[src/rtl/tak_pkg.sv]
// Shared types, constants and saturation helpers of the tilt Kalman filter.
package tak_pkg;

    // Fixed-point layout.
    localparam int FRAC_BITS = 24;
    localparam int GAIN_W    = 32;
    localparam int DEN_W     = 33;
    localparam int QUO_W     = 57;

    // Limits and reset values.
    localparam logic signed [43:0] ANGLE_LIMIT = 44'sd23592960;
    localparam logic signed [43:0] BIAS_LIMIT  = 44'sd131072000;
    localparam logic signed [43:0] SAT32_MAX   = 44'sd2147483647;
    localparam logic signed [43:0] SAT32_MIN   = -44'sd2147483648;
    localparam logic signed [31:0] COV_INIT    = 32'sd50331648;

    localparam logic [24:0] STEP_TIME_RST     = 25'd16466;
    localparam logic [27:0] MEASURE_NOISE_RST = 28'd16777216;
    localparam logic [27:0] ANGLE_NOISE_RST   = 28'd16777;
    localparam logic [27:0] BIAS_NOISE_RST    = 28'd50332;

    // Register indexes on the configuration port.
    localparam logic [1:0] REG_STEP_TIME     = 2'd0;
    localparam logic [1:0] REG_MEASURE_NOISE = 2'd1;
    localparam logic [1:0] REG_ANGLE_NOISE   = 2'd2;
    localparam logic [1:0] REG_BIAS_NOISE    = 2'd3;

    // Request to the gain divider.
    typedef struct packed {
        logic                     start;
        logic signed [GAIN_W-1:0] num;
        logic [DEN_W-1:0]         den;
    } div_req_t;

    // Saturate a wide intermediate to the signed 32-bit range.
    function automatic logic signed [31:0] sat32(input logic signed [43:0] x);
        logic signed [43:0] y;
        begin
            y = x;
            if (x > SAT32_MAX) begin
                y = SAT32_MAX;
            end else if (x < SAT32_MIN) begin
                y = SAT32_MIN;
            end
            return y[31:0];
        end
    endfunction

    // Clamp to plus or minus 360 degrees.
    function automatic logic signed [25:0] clamp_angle(input logic signed [43:0] x);
        logic signed [43:0] y;
        begin
            y = x;
            if (x > ANGLE_LIMIT) begin
                y = ANGLE_LIMIT;
            end else if (x < -ANGLE_LIMIT) begin
                y = -ANGLE_LIMIT;
            end
            return y[25:0];
        end
    endfunction

    // Clamp to plus or minus 2000 degrees per second.
    function automatic logic signed [27:0] clamp_bias(input logic signed [43:0] x);
        logic signed [43:0] y;
        begin
            y = x;
            if (x > BIAS_LIMIT) begin
                y = BIAS_LIMIT;
            end else if (x < -BIAS_LIMIT) begin
                y = -BIAS_LIMIT;
            end
            return y[27:0];
        end
    endfunction

endpackage

[src/rtl/tak_div.sv]
// Bit-serial restoring divider that forms one Kalman gain, num * 2^24 / den.
module tak_div (
    input  logic                              aclk,
    input  logic                              aresetn,
    input  tak_pkg::div_req_t                 req,
    output logic                              done,
    output logic signed [tak_pkg::GAIN_W-1:0] quo
);

    logic                           busy_reg;
    logic                           done_reg;
    logic                           neg_reg;
    logic [5:0]                     cnt_reg;
    logic [tak_pkg::DEN_W-1:0]      den_reg;
    logic [tak_pkg::DEN_W:0]        rem_reg;
    logic [tak_pkg::QUO_W-1:0]      quo_reg;

    logic [tak_pkg::DEN_W-1:0]      mag;
    logic [tak_pkg::DEN_W:0]        trial;
    logic [tak_pkg::DEN_W:0]        diff;
    logic                           fits;

    // Magnitude of the signed numerator.
    always_comb begin
        if (req.num[tak_pkg::GAIN_W-1]) begin
            mag = -{req.num[tak_pkg::GAIN_W-1], req.num};
        end else begin
            mag = {1'b0, req.num};
        end
    end

    // One quotient bit per cycle.
    assign trial = {rem_reg[tak_pkg::DEN_W-1:0], quo_reg[tak_pkg::QUO_W-1]};
    assign diff  = trial - {1'b0, den_reg};
    assign fits  = (trial >= {1'b0, den_reg});

    always_ff @(posedge aclk) begin
        if (!aresetn) begin
            busy_reg <= 1'b0;
            done_reg <= 1'b0;
            cnt_reg  <= '0;
        end else begin
            done_reg <= 1'b0;
            if (req.start) begin
                busy_reg <= 1'b1;
                cnt_reg  <= 6'(tak_pkg::QUO_W - 1);
                neg_reg  <= req.num[tak_pkg::GAIN_W-1];
                den_reg  <= req.den;
                rem_reg  <= '0;
                quo_reg  <= {mag, {tak_pkg::FRAC_BITS{1'b0}}};
            end else if (busy_reg) begin
                rem_reg <= fits ? diff : trial;
                quo_reg <= {quo_reg[tak_pkg::QUO_W-2:0], fits};
                if (cnt_reg == '0) begin
                    busy_reg <= 1'b0;
                    done_reg <= 1'b1;
                end else begin
                    cnt_reg <= cnt_reg - 6'd1;
                end
            end
        end
    end

    // Apply the sign and saturate to 32 bits.
    always_comb begin
        if (!neg_reg) begin
            if (|quo_reg[tak_pkg::QUO_W-1:tak_pkg::GAIN_W-1]) begin
                quo = 32'sh7FFF_FFFF;
            end else begin
                quo = quo_reg[tak_pkg::GAIN_W-1:0];
            end
        end else begin
            if (quo_reg > {{(tak_pkg::QUO_W-32){1'b0}}, 32'h8000_0000}) begin
                quo = 32'sh8000_0000;
            end else begin
                quo = -quo_reg[tak_pkg::GAIN_W-1:0];
            end
        end
    end

    assign done = done_reg;

endmodule

[config.mk]
export PLATFORM = sky130hd
export DESIGN_NAME = tak_div
export DESIGN_NICKNAME = d
export VERILOG_FILES = /design/src/rtl/tak_pkg.sv /design/src/rtl/tak_div.sv
export SDC_FILE = /design/constraint.sdc
export NUM_CORES = 1
export LEC_CHECK = 0
export ABC_AREA = 1
export BUFFER_PORTS_ARGS = -buffer_cell sky130_fd_sc_hd__buf_2
export CAP_MARGIN = 20
export CORE_UTILIZATION = 35
export DETAILED_ROUTE_END_ITERATION = 7
export PLACE_DENSITY = 0.51
export REMOVE_ABC_BUFFERS = 1
export SYNTH_ARGS = -nofsm -noshare
export SYNTH_HDL_FRONTEND = slang
export SYNTH_SLANG_ARGS = --single-unit
[constraint.sdc]
create_clock -name aclk -period 6.6 [get_ports aclk]
set_input_delay 0.33 -clock aclk [delete_from_list [all_inputs] [get_ports aclk]]
set_output_delay 0.33 -clock aclk [all_outputs]
set_load 0.05 [all_outputs]
# --- After elaboration in Yosys (flattened, before gate mapping) ---
# Index checks and enable logic that the tools add are counted.
classes:
  n_addsub: 4
  multipliers: 0
  div_mod_pow: 0
  magnitude_cmp: 2
  n_eq_ne: 1
  n_shift: 0
  n_mux: 15
  bitwise: 3
  reduce_logical: 9
ops:
  columns: ["operator", "n"]
  rows:
  - ["$mux 57", 2]
  - ["$mux 33", 3]
  - ["$mux 32", 3]
  - ["$gt 57x32->1 const B", 1]
  - ["$ge 34x33->1", 1]
  - ["$neg 33->33", 1]
  - ["$sub 33x33->33", 1]
  - ["$neg 32->32", 1]
  - ["$reduce_or 26->1", 1]
  - ["$mux 6", 3]
  - ["$reduce_and 2->1", 4]
  - ["$logic_not 6->1", 1]
  - ["$sub 6x1->6 const B", 1]
  - ["$mux 1", 4]
  - ["$not 1->1", 3]
  - ["$reduce_or 3->1", 1]
  - ["$ne 2x2->1 const B", 1]
  - ["$reduce_bool 2->1", 1]
  - ["$reduce_or 2->1", 1]
totals:
  reg_bits: 132
  latchBits: 0
  mem_bits_rw: 0
  mem_bits_ro: 0
  input_bits: 68
  output_inout_bits: 33
  wordCells: 43
  memories: 0

# --- Depth between registers and ports, before layout ---
# Gate-level depths: netlist of run 1.
depth:
  ltp_word: 4
  depth_mapped: 16
  ltp_nobuf: 16

# --- Least setup slack after synthesis of run 1 ---
# No wires, ideal clock.
synth_timing:
  kind: "input-to-reg"
  start: "input req[65] (netlist bit)"
  end: "register quo_reg[0] (netlist bit), enable pin"
  setup_time_ns: 0.568
  arrival_ns: 5.496
  setup_slack_ns: 0.535
  stages: 5
  cell_sequence: "clkbuf_1 -> clkinv_1 -> clkbuf_1 -> clkbuf_1 -> a21oi_1"
synth_via:
  elab_chain_cells: 2
synth_rtl:
  columns: ["element", "line_no", "text"]
  rows:
  - ["from (decl)", "tak_div.sv:5", "input tak_pkg::div_req_t req,"]
  - ["$reduce_bool 2->1 (no source line)", null, null]
  - ["$reduce_and 2->1 (no source line)", null, null]
  - ["to (signal assigned)", "tak_div.sv:50", "quo_reg <= {mag, {tak_pkg::FRAC_BITS{1'b0}}};"]
  - ["to (signal assigned)", "tak_div.sv:53", "quo_reg <= {quo_reg[tak_pkg::QUO_W-2:0], fits};"]
  - ["to (decl)", "tak_div.sv:16", "logic [tak_pkg::QUO_W-1:0] quo_reg;"]
# No other way between the ends.
# A chain may end at the register's enable or synchronous reset.

# --- Worst setup path after layout of run 1 ---
layout_timing:
  start: "register quo_reg[0] (netlist bit)"
  end: "output quo[4] (netlist bit)"
layout_via:
  elab_chain_cells: 3
layout_rtl:
  columns: ["element", "line_no", "text"]
  rows:
  - ["$gt 57x32->1 / $neg 32->32 (equally long branches)", "tak_div.sv:73, tak_div.sv:76", null]
  - ["$mux 32 *", "tak_div.sv:73", "if (quo_reg > {{(tak_pkg::QUO_W-32){1'b0}}, 32'h8000_0000}) begin"]
  - ["$mux 32 *", "tak_div.sv:66", "if (!neg_reg) begin"]
  - ["to (decl)", "tak_div.sv:7", "output logic signed [tak_pkg::GAIN_W-1:0] quo"]
# Every way passes the cells marked *; elsewhere a longest branch is shown, timed or not.

==> run_results.csv, run 1 <==
group,metric,value,unit
route,drt_iter0_markers,490,
route,num_vias,9367,
cts,clock-sinks,132,
critical_path,crit_arrival,3110,ps
yosys,yosysSeqAreaShare,0.3705,
timing,timing_worst_slew_pin_value,980.1,ps
die,io_pins,101,
yosys,synth_area,10480,um2
route,route.final.wire_length,28.18,mm
yosys,ys_async_sr_fraction,0,
timing,timing.final.crit_share,0.5211,
cts,tritoncts_buffer_count,17,
timing,timing.final.hold_violations,0,
outcome,outcome,"finished, final reports clean",
global_route,first_global_vias,9193,
global_route,overflow,0,
timing,achievable-frequency,290.8,MHz
cells_and_area,drive_gt1_frac,0.1240,
die,row_count,62,
critical_path,ff2ff_path_depth,13,
timing,rsz_0062_raised_after_global_routing,"false",
cells_and_area,area_delta_synth_final,13.17,%
yosys,synthesis.yosys.warnings,0,
critical_path,critical_path_peak_fanout,28,
critical_path,startpoint,"quo_reg[0]$_SDFFCE_PP0P_",
timing,finClkSkew,13.34,ps
critical_path,worstSetupPathType,"flip-flop to output pin",
cells_and_area,utilization,0.4077,
yosys,synth.most_common_cell,"sky130_fd_sc_hd__nand2_1",
die,chipWidth,175.1,um
critical_path,ff2ff_setup_slack,3880,ps
cells_and_area,largest_reg_flops,57,
yosys,post_synth_inst_count,1487,
place,placement.io_buffers,100,
cts,tritoncts,"built",
die,die_y,175.1,um
route,dr.pass1.iters,5,
cts,worst_setup_hold_path_clk_slew,60,ps
yosys,avgSynthCellArea,7.049,um2
yosys,synth_top_area_frac,0.3553,
power,ir_drop,0.2044,mV
route,final_antenna_net_count,0,
timing,finalCriticalPeriod,3439,ps
cts,cts_setup_buffers,0,
cts,clockBufferDepth,2,
critical_path,worst_setup_path_start_kind,"flip-flop",
cts,h_tree_depth,4,
power,leakage,5.783,nW
timing,finalMaxSlewViolations,0,
yosys,synth_top_cells_by_count,"sky130_fd_sc_hd__nand2_1, sky130_fd_sc_hd__inv_1, sky130_fd_sc_hd__nor2_1, sky130_fd_sc_hd__edfxtp_1, sky130_fd_sc_hd__nand3_1",
yosys,synthFlopType,"sky130_fd_sc_hd__edfxtp_1",
die,core_area,29090,um2
cts,post_cts_resize_count,0,
yosys,synth_top_cells_by_area,"sky130_fd_sc_hd__edfxtp_1, sky130_fd_sc_hd__nand2_1, sky130_fd_sc_hd__inv_1",
yosys,netlist-cell-type-count,47,
critical_path,rr_endpoint,"rem_reg[11]$_SDFFCE_PP0P_",
yosys,synth_largest_area_cell,"sky130_fd_sc_hd__edfxtp_1",
power,power_per_cell_area,228.8,nW/um2
global_route,antenna_found_initial,2,
place,dp_hpwl,21.06,mm
critical_path,cp.required,6270,ps
critical_path,critical_path.reg2reg.startpoint,"quo_reg[56]$_DFFE_PP_",
place,gp_routability_congestion,0.9137,
cts,clk_latency,440,ps
global_route,grt_max_degree,79,
critical_path,worst_setup_path_end,"quo[4]",
die,design.die.area,30640,um2
worst_hold_path,worst_min_delay_path_class,"primary input to flip-flop",
global_route,global_route_wire_length_before_repair,46.15,mm
route,avgViaCountPerCell,4.745,
critical_path,worstSetupEndpointType,"output pin",
cells_and_area,fin_nets,1682,
yosys,number_of_flops_mapped_to_enable_cells_by_yosys,124,
timing,worst_slew_margin_rel,0.3466,
global_route,grt_util_all_layers,0.1908,
die,initial_core_util,0.3603,
run,cap_violations,0,
timing,setup_violations,0,
route,count_of_unresolved_drc_violations_after_routing,0,
route,wl_per_cell,14.28,um
cts,holdBufCountCts,0,
timing,final.hold.worst_slack,66.05,ps
cts,clk_root_buffer_cell,"sky130_fd_sc_hd__clkbuf_16",
yosys,synth-seq-cells,132,
==> cells in the final DEF (no fill, tap or decap), drive strengths merged, types with 2 or more instances in the layout <==
master      n
nor4        2
nand4      35
a21oi      29
buf       105
clkinvlp    2
clkbuf     20
ha         37
and3        2
nor2      212
and2        5
a31oi       2
edfxtp    124
nand3b     30
nand3      83
xnor2       6
inv       268
nor3       21
xor2       58
a21o        3
dfxtp       8
or2         3
nand2     423
clkinv      9
o21ai      94
==> final cells by class <==
cell class                 instances  area (um2)
clock inverter                    12       108.9
multi-input combinational       1052        5390
fill                            3143       17230
antenna                            1       2.502
inverter                         268        1011
sequential                       132        3884
clock buffer                      20       446.7
timing repair buffer             105       538.0
tap                              384       480.5
==> critical path: stages (launching register included) <==
cell	delay, ps
sky130_fd_sc_hd__edfxtp_1	410
sky130_fd_sc_hd__inv_1	120
sky130_fd_sc_hd__ha_1	300
sky130_fd_sc_hd__nand2_1	130
sky130_fd_sc_hd__nor3_2	310
sky130_fd_sc_hd__nand2_1	190
sky130_fd_sc_hd__nor2_1	170
sky130_fd_sc_hd__nand2_1	80
sky130_fd_sc_hd__nand2_2	130
sky130_fd_sc_hd__nand2_4	210
sky130_fd_sc_hd__o21ai_0	310
sky130_fd_sc_hd__buf_2	320
==> stage by stage <==
step	setup TNS [ps]	instance area [um2]	setup WS [ps]	cells	total power, mW
6_report	0	11860	3161	1974	2.713
3_5_place_dp	0	11300	3589	1941	1.808
2_1_floorplan	-15150	10270	-168.4	1452	1.605
4_1_cts	0	11860	3140	1973	2.736
3_3_place_gp	0	11300	3608	1941	1.807
5_1_grt	0	11860	2965	1973	2.870
==> logic make-up after synthesis <==
kind of cell | Yosys count | share of synthesized area
xor gates and xnor gates | 64 | 0.05348
DFF | 132 | 0.3705
and+or+nand+nor | 816 | 0.3474
adders and majority gates | 38 | 0.04608
AOI/OAI and AO/OA | 134 | 0.06625
buffers and inverters | 303 | 0.1163
==> worst min path at each step <==
stage	start	end	slack [ps]	depth (start not counted)
floorplan	aresetn	cnt_reg[3]$_SDFFE_PN0P_	430	2
global placement	cnt_reg[0]$_SDFFE_PP0P_	cnt_reg[0]$_SDFFE_PP0P_	450	2
detailed placement	cnt_reg[0]$_SDFFE_PP0P_	cnt_reg[0]$_SDFFE_PP0P_	460	2
CTS	req[30]	den_reg[30]$_DFFE_PP_	50	1
global route	req[30]	den_reg[30]$_DFFE_PP_	50	1
finish	req[30]	den_reg[30]$_DFFE_PP_	70	1
==> per-layer routing <==
metal / GRT usage / share of wire / vias up
li1: - / - / 4895
met4: 0.06014 / 0.020 / 2
met2: 0.3180 / 0.46 / 189
met1: 0.2491 / 0.48 / 4241
met3: 0.03503 / 0.045 / 40
met5: 0 / 0.00043 / -
==> where the power goes <==
part / total [mW] / leakage [nW] / switching, mW / internal (mW)
clock: 0.922 / 0.270 / 0.394 / 0.528
combinational: 0.752 / 4.25 / 0.510 / 0.242
sequential: 1.04 / 1.26 / 0.0365 / 1.00
Power figures use the tool's default switching activity.
==> run 2: changes to the inputs <==
--- a/config.mk
+++ b/config.mk
@@ -5,7 +5,7 @@
 export SDC_FILE = /design/constraint.sdc
 export NUM_CORES = 1
 export LEC_CHECK = 0
-export ABC_AREA = 1
+export ABC_AREA = 0
 export BUFFER_PORTS_ARGS = -buffer_cell sky130_fd_sc_hd__buf_2
 export CAP_MARGIN = 20
 export CORE_UTILIZATION = 35
==> constraint.sdc (replaced) <==
create_clock -name aclk -period 3.2 [get_ports aclk]
set_input_delay 0.16 -clock aclk [delete_from_list [all_inputs] [get_ports aclk]]
set_output_delay 0.16 -clock aclk [all_outputs]
set_load 0.05 [all_outputs]
==> run 2 against run 1 <==
The flow now finishes with violations (negative setup slack). Global-route usage shrank 0.79 points. Utilization grew 11 points. Via count shrank 20%. Clock skew shrank 4.7 ps. Cell area grew 5.3%. Critical path type unchanged. Largest cell class unchanged. Largest power group unchanged.
==> run_results.csv, run 2 <==
group,metric,value,unit
yosys,number_of_flops_mapped_to_enable_cells_by_yosys,124,
global_route,first_global_vias,7420,
timing,rsz_0062_raised_after_global_routing,"true",
yosys,synth_area,8612,um2
run,cap_violations,0,
yosys,synth_largest_area_cell,"sky130_fd_sc_hd__edfxtp_1",
place,place_worst_setup_slack,-352.6,ps
global_route,antenna_found_initial,1,
route,num_vias,7492,
cells_and_area,area.sequential,3884,um2
yosys,post_synthesis_compound_gate_area_fraction,0.1614,
critical_path,cp.required,3040,ps
power,power.share.sequential,0.371,
cells_and_area,multiInputGateArea,5109,um2
timing,timing.final.hold_violations,0,
timing,finClkSkew,8.612,ps
power,internal_power,4.053,mW
critical_path,worstSetupPathType,"flip-flop to output pin",
power,power_frac_clock,0.325,
yosys,netlist-cell-type-count,62,
timing,worst_slew_margin_rel,0.4110,
timing,achievable-frequency,263.9,MHz
yosys,synth_adder_area_share,0.05608,
critical_path,worstSetupEndpointType,"output pin",
cells_and_area,area_delta_synth_final,44.98,%
power,ir_drop,0.2862,mV
yosys,synthMuxAreaShare,0.04112,
timing,timing_worst_slew_pin_value,883.5,ps
route,wl_per_cell,15.61,um
timing,setup_total_negative_slack,-15130,ps
yosys,synth-simple-area-share,0.1765,
timing,setup_violations,60,
critical_path,worst_setup_path_start_kind,"flip-flop",
yosys,synth-seq-cells,132,
timing,finalCriticalPeriod,3790,ps
die,row_count,57,
yosys,avgSynthCellArea,9.764,um2
yosys,synth_top_cells_by_count,"sky130_fd_sc_hd__edfxtp_1, sky130_fd_sc_hd__nor2_1, sky130_fd_sc_hd__nand2_1, sky130_fd_sc_hd__inv_1, sky130_fd_sc_hd__a21oi_1",
cells_and_area,utilization,0.5149,
power,power_per_cell_area,467.1,nW/um2
yosys,synth_top_cells_by_area,"sky130_fd_sc_hd__edfxtp_1, sky130_fd_sc_hd__ha_1, sky130_fd_sc_hd__xor2_1",
timing,finalMaxSlewViolations,0,
die,io_pins,101,
power,leakage,4.982,nW
die,chipWidth,158.9,um
yosys,post_synth_inst_count,882,
route,route.final.wire_length,22.94,mm
place,placement.io_buffers,100,
route,dr.pass1.iters,5,
yosys,ys_async_sr_fraction,0,
outcome,violations_in_the_final_reports,"negative setup slack",
global_route,global_route_wire_length_before_repair,37.38,mm
die,core_area,24250,um2
cts,clk_root_buffer_cell,"sky130_fd_sc_hd__clkbuf_16",
place,dp_hpwl,15.40,mm
cells_and_area,largest_reg_flops,57,
yosys,synth_top_family_by_area,"simple AND/OR/NAND/NOR gates",
timing,fin_ws,-590.0,ps
critical_path,rr_endpoint,"rem_reg[16]$_SDFFCE_PP0P_",
place,gp_routability_congestion,0.8078,
route,final_antenna_net_count,0,
yosys,synth.most_common_cell,"sky130_fd_sc_hd__edfxtp_1",
cts,h_tree_depth,4,
cts,tritoncts,"built",
yosys,synthFlopType,"sky130_fd_sc_hd__edfxtp_1",
critical_path,critical_path.reg2reg.startpoint,"quo_reg[56]$_DFFE_PP_",
critical_path,critical_path_peak_fanout,3,
yosys,synthesis.yosys.warnings,0,
worst_hold_path,hold_end,"busy_reg$_SDFF_PN0_",
critical_path,ff2ff_setup_slack,-90,ps
critical_path,ff2ff_path_depth,17,
die,die_y,158.9,um
power,gate_power_share,0.304,
die,design.die.area,25240,um2
cts,worst_setup_hold_path_clk_slew,60,ps
cells_and_area,num-fill-cells,2235,
critical_path,crit_arrival,3630,ps
yosys,synth_top_area_frac,0.4324,
cts,clock-sinks,132,
timing,timing.final.crit_share,1.184,
global_route,overflow,0,
route,count_of_unresolved_drc_violations_after_routing,0,
die,initial_core_util,0.3552,
route,drt_iter0_markers,322,
cts,clockBufferDepth,2,
cts,tritoncts_buffer_count,17,
route,avgViaCountPerCell,5.097,
global_route,grt_util_all_layers,0.1829,
worst_hold_path,min_path_cells,2,
cells_and_area,final_common_cell,"sky130_fd_sc_hd__edfxtp_1",
outcome,outcome,"finished, violations left",
power,power_switching,1.778,mW
global_route,grt_max_degree,124,
worst_hold_path,worst_min_delay_path_class,"primary input to flip-flop",
yosys,yosysSeqAreaShare,0.4510,
worst_hold_path,timing.hold.worst.start,"req[65]",
cts,clk_latency,420,ps
cells_and_area,drive_gt1_frac,0.3205,
power,report.power.total,5.832,mW
cells_and_area,fin_nets,1238,
yosys,synthXorXnorAreaFrac,0.06610,
power,p_sw_frac,0.3050,
cells_and_area,layout.cells.most_common_list,"sky130_fd_sc_hd__edfxtp_1, sky130_fd_sc_hd__buf_4, sky130_fd_sc_hd__nor2_1",
run 2: power groups by stage:
stage / logic [mW] / registers (mW) / clock network [mW]
after floorplan: 0.984 / 2.18 / 0
after global placement: 1.46 / 2.18 / 0
after detailed placement: 1.47 / 2.18 / 0
after CTS: 1.66 / 2.15 / 1.94
after global routing: 1.95 / 2.18 / 2.01
final: 1.77 / 2.16 / 1.90
run 2: cells by family after synthesis:
| family | after synthesis |
|---|---|
| AND/OR/NAND/NOR | 307 |
| AO/OA/AOI/OAI | 204 |
| flip-flops | 132 |
| buffers and inverters | 101 |
| XOR/XNOR | 65 |
| adder cells (fa/ha/maj) | 38 |
| multiplexers | 35 |
run 2: worst max path at each step:
stage | startpoint | to | slack (ps) | cells after the start
after detailed placement | quo_reg[0]$_SDFFCE_PP0P_ | quo[26] | -350 | 12
after global routing | quo_reg[0]$_SDFFCE_PP0P_ | quo[27] | -680 | 13
after floorplan | quo_reg[56]$_DFFE_PP_ | rem_reg[0]$_SDFFCE_PP0P_ | -7280 | 12
after CTS | quo_reg[0]$_SDFFCE_PP0P_ | quo[15] | -520 | 12
after global placement | quo_reg[16]$_SDFFCE_PP0P_ | quo[26] | -300 | 10
final | quo_reg[0]$_SDFFCE_PP0P_ | quo[27] | -590 | 13
run 2: cell type report:
cell class | instances | area share
repair buffers | 269 | 0.1827
clock inverters | 15 | 0.01132
inverters | 62 | 0.01904
clock buffers | 17 | 0.03407
flip-flops and latches | 132 | 0.3111
well taps | 324 | 0.03247
diodes | 1 | 0.0002004
multi-input cells | 650 | 0.4092
run 2: per-layer routing:
metal  global-route usage  wire length, um  up-vias
li1                     -                -     3753
met2               0.3026            11240      128
met1               0.2393            10640     3575
met4              0.06906              430        0
met5                    0                0        -
met3              0.02978              636       36
run 2: through the flow:
| stage | cell area (um2) | hold slack [ps] | std cells |
|---|---|---|---|
| global placement | 10310 | 338.0 | 1385 |
| finish | 12490 | 18.21 | 1470 |
| detailed placement | 10310 | 338.4 | 1385 |
| floorplan | 8434 | 258.9 | 843 |
| CTS | 12090 | 4.762 | 1465 |
| global route | 12490 | 18.62 | 1470 |
run 2: critical path, stage by stage (launching register included):
cell and delay (ps):
sky130_fd_sc_hd__edfxtp_1 400, sky130_fd_sc_hd__inv_2 100, sky130_fd_sc_hd__ha_4 130, sky130_fd_sc_hd__or3b_4 370, sky130_fd_sc_hd__or4_4 430, sky130_fd_sc_hd__or3_4 410, sky130_fd_sc_hd__o41ai_4 290, sky130_fd_sc_hd__nand2_4 120
sky130_fd_sc_hd__buf_4 150, sky130_fd_sc_hd__buf_4 130, sky130_fd_sc_hd__o41ai_2 270, sky130_fd_sc_hd__nand2_1 100, sky130_fd_sc_hd__o311ai_2 100, sky130_fd_sc_hd__buf_6 210
run 2: repair_timing:
action / 4_1_cts / 5_1_grt
hold endpoints to repair: 33 / 0
resized for setup: 140 / 61
setup endpoints to repair: 66 / 66
cloned: 5 / 1
buffers inserted: 10 / 7
pin swaps: 17 / 18
hold buffers: 33 / 0
==> run 3: changes to the inputs <==
--- a/config.mk
+++ b/config.mk
@@ -10,7 +10,7 @@
 export CAP_MARGIN = 20
 export CORE_UTILIZATION = 35
 export DETAILED_ROUTE_END_ITERATION = 7
-export PLACE_DENSITY = 0.51
+export PLACE_DENSITY_LB_ADDON = 0.05
 export REMOVE_ABC_BUFFERS = 1
 export SYNTH_ARGS = -nofsm -noshare
 export SYNTH_HDL_FRONTEND = slang
==> run 3 against run 2 <==
Flip-flop and latch count unchanged. Cell area increased by 0.33%. The run still ends with negative setup slack left. Highest routed layer unchanged. Non-clock buffer count increased by 20. Die area unchanged.
==> run_results.csv, run 3 (synthesis gave the netlist of run 2 again) <==
group,metric,value,unit
outcome,outcome,"finished, violations left",
outcome,violations_in_the_final_reports,"negative setup slack",
place,dpl-instance-area,10290,um2
cells_and_area,area_delta_synth_final,45.46,%
cts,clockBufferDepth,2,
power,report.power.total,5.953,mW
global_route,grt_util_all_layers,0.1932,
worst_hold_path,worst_min_delay_path_class,"primary input to flip-flop",
cells_and_area,final_common_cell,"sky130_fd_sc_hd__buf_4",
die,initial_core_util,0.3552,
die,die_y,158.9,um
cts,h_tree_depth,4,
run,cap_violations,0,
global_route,antenna_found_initial,0,
die,row_count,57,
timing,fin_ws,-551.0,ps
critical_path,timing.critical_path.cells,"inv_2 > ha_4 > or3b_4 > or4_4 > or3_4 > o41ai_4 > nand2_4 > clkinv_4 > nand2_8 > buf_12 > o311ai_4 > buf_6",
global_route,global_route_wire_length_before_repair,39.19,mm
timing,timing_worst_slew_pin_value,917.0,ps
die,chipWidth,158.9,um
critical_path,worst_setup_path_start_kind,"flip-flop",
cells_and_area,drive_gt1_frac,0.3202,
cts,worst_setup_hold_path_clk_slew,60,ps
timing,final.hold.worst_slack,39.16,ps
timing,worst_slew_margin_rel,0.3887,
critical_path,worstSetupEndpointType,"output pin",
route,avgViaCountPerCell,5.034,
critical_path,critical-path-max-stage-delay,430,ps
route,dr.pass1.iters,4,
route,count_of_unresolved_drc_violations_after_routing,0,
place,dp.cells,1385,
cts,clk_latency,420,ps
critical_path,cp.required,3040,ps
critical_path,timing.critical_path.slowest_stage_cell,"sky130_fd_sc_hd__or4_4",
cells_and_area,summed_area_of_non_filler_cells_in_the_final_layout,12530,um2
critical_path,critical_path_buf_inv_count,4,
cts,tritoncts_buffer_count,17,
timing,finalMaxSlewViolations,0,
route,route.final.wire_length,23.78,mm
cells_and_area,utilization,0.5166,
place,gp_routability_congestion,0.8010,
cells_and_area,fin_nets,1258,
timing,setup_total_negative_slack,-14060,ps
timing,timing.final.crit_share,1.172,
cells_and_area,post_layout_nonfiller_instances,1489,
cells_and_area,n_antenna_cell,0,
die,core_area,24250,um2
timing,timing.final.hold_violations,0,
cts,clock-sinks,132,
die,design.die.area,25240,um2
place,dp_hpwl,15.55,mm
global_route,first_global_vias,7592,
cts,clk_root_buffer_cell,"sky130_fd_sc_hd__clkbuf_16",
power,power_per_cell_area,475.2,nW/um2
cells_and_area,layout.cells.most_common_list,"sky130_fd_sc_hd__buf_4, sky130_fd_sc_hd__edfxtp_1, sky130_fd_sc_hd__nor2_1",
route,wl_per_cell,15.97,um
route,drt_iter0_markers,295,
timing,setup_violations,31,
power,leakage,5.054,nW
critical_path,cpLargestDelayFamily,"simple AND/OR/NAND/NOR gates",
route,num_vias,7496,
timing,achievable-frequency,266.6,MHz
timing,rsz_0062_raised_after_global_routing,"true",
critical_path,worstSetupPathType,"flip-flop to output pin",
cells_and_area,largest_reg_flops,57,
timing,finClkSkew,11.99,ps
timing,finalCriticalPeriod,3751,ps
critical_path,crit_arrival,3590,ps
power,ir_drop,0.3283,mV
cts,tritoncts,"built",
global_route,overflow,0,
critical_path,critical_path_peak_fanout,7,
route,final_antenna_net_count,0,
place,placement.io_buffers,100,
place,place_worst_setup_slack,-372.0,ps
global_route,grt_max_degree,123,
die,io_pins,101,
run 3: layer usage:
| metal | vias to the layer above | wire length, um | global-route usage |
|---|---|---|---|
| li1 | 3795 | - | - |
| met4 | 0 | 200 | 0.04283 |
| met1 | 3574 | 11310 | 0.2552 |
| met2 | 113 | 11540 | 0.3276 |
| met3 | 14 | 738 | 0.03527 |
| met5 | - | 0 | 0 |
run 3: worst register-to-register path, delay by kind of cell, from the launching register on:
kind | cells | cell delay, ps
AO/OA/AOI/OAI | 6 | 1170
flip-flops | 1 | 400
multiplexers | 1 | 210
AND/OR/NAND/NOR | 2 | 130
adder cells (fa/ha/maj) | 2 | 490
buffers and inverters | 4 | 520
run 3: final timing paths:
path	from	end	slack [ps]	cells after the start
setup / recovery	quo_reg[1]$_SDFFCE_PP0P_	quo[15]	-550	12
hold / removal	aresetn	cnt_reg[3]$_SDFFE_PN0P_	40	2
setup reg to reg	quo_reg[56]$_DFFE_PP_	rem_reg[31]$_SDFFCE_PP0P_	10	15
hold reg to reg	cnt_reg[1]$_SDFFE_PP0P_	cnt_reg[1]$_SDFFE_PP0P_	510	2
run 3: report_power, final:
group	leakage (nW)	switching (mW)	total, mW	internal, mW
Clock	0.284	0.817	2.05	1.23
Combinational	3.52	0.921	1.75	0.826
Sequential	1.25	0.0871	2.16	2.07
Total	5.05	1.83	5.95	4.13
run 3: timing repair:
action,CTS,global route
buffers inserted,32,11
resized for setup,146,50
pin swaps,17,20
hold endpoints to repair,33,0
endpoints found under the setup margin,66,67
gates cloned,3,2
hold buffers,33,0
run 3: cell type report:
cell class / instances / area (um2)
multi-input combinational: 650 / 4997
sequential: 132 / 3884
clock inverter: 15 / 181.4
tap: 324 / 405.4
inverter: 62 / 237.7
fill: 2261 / 11720
clock buffer: 17 / 425.4
timing repair buffer: 289 / 2396
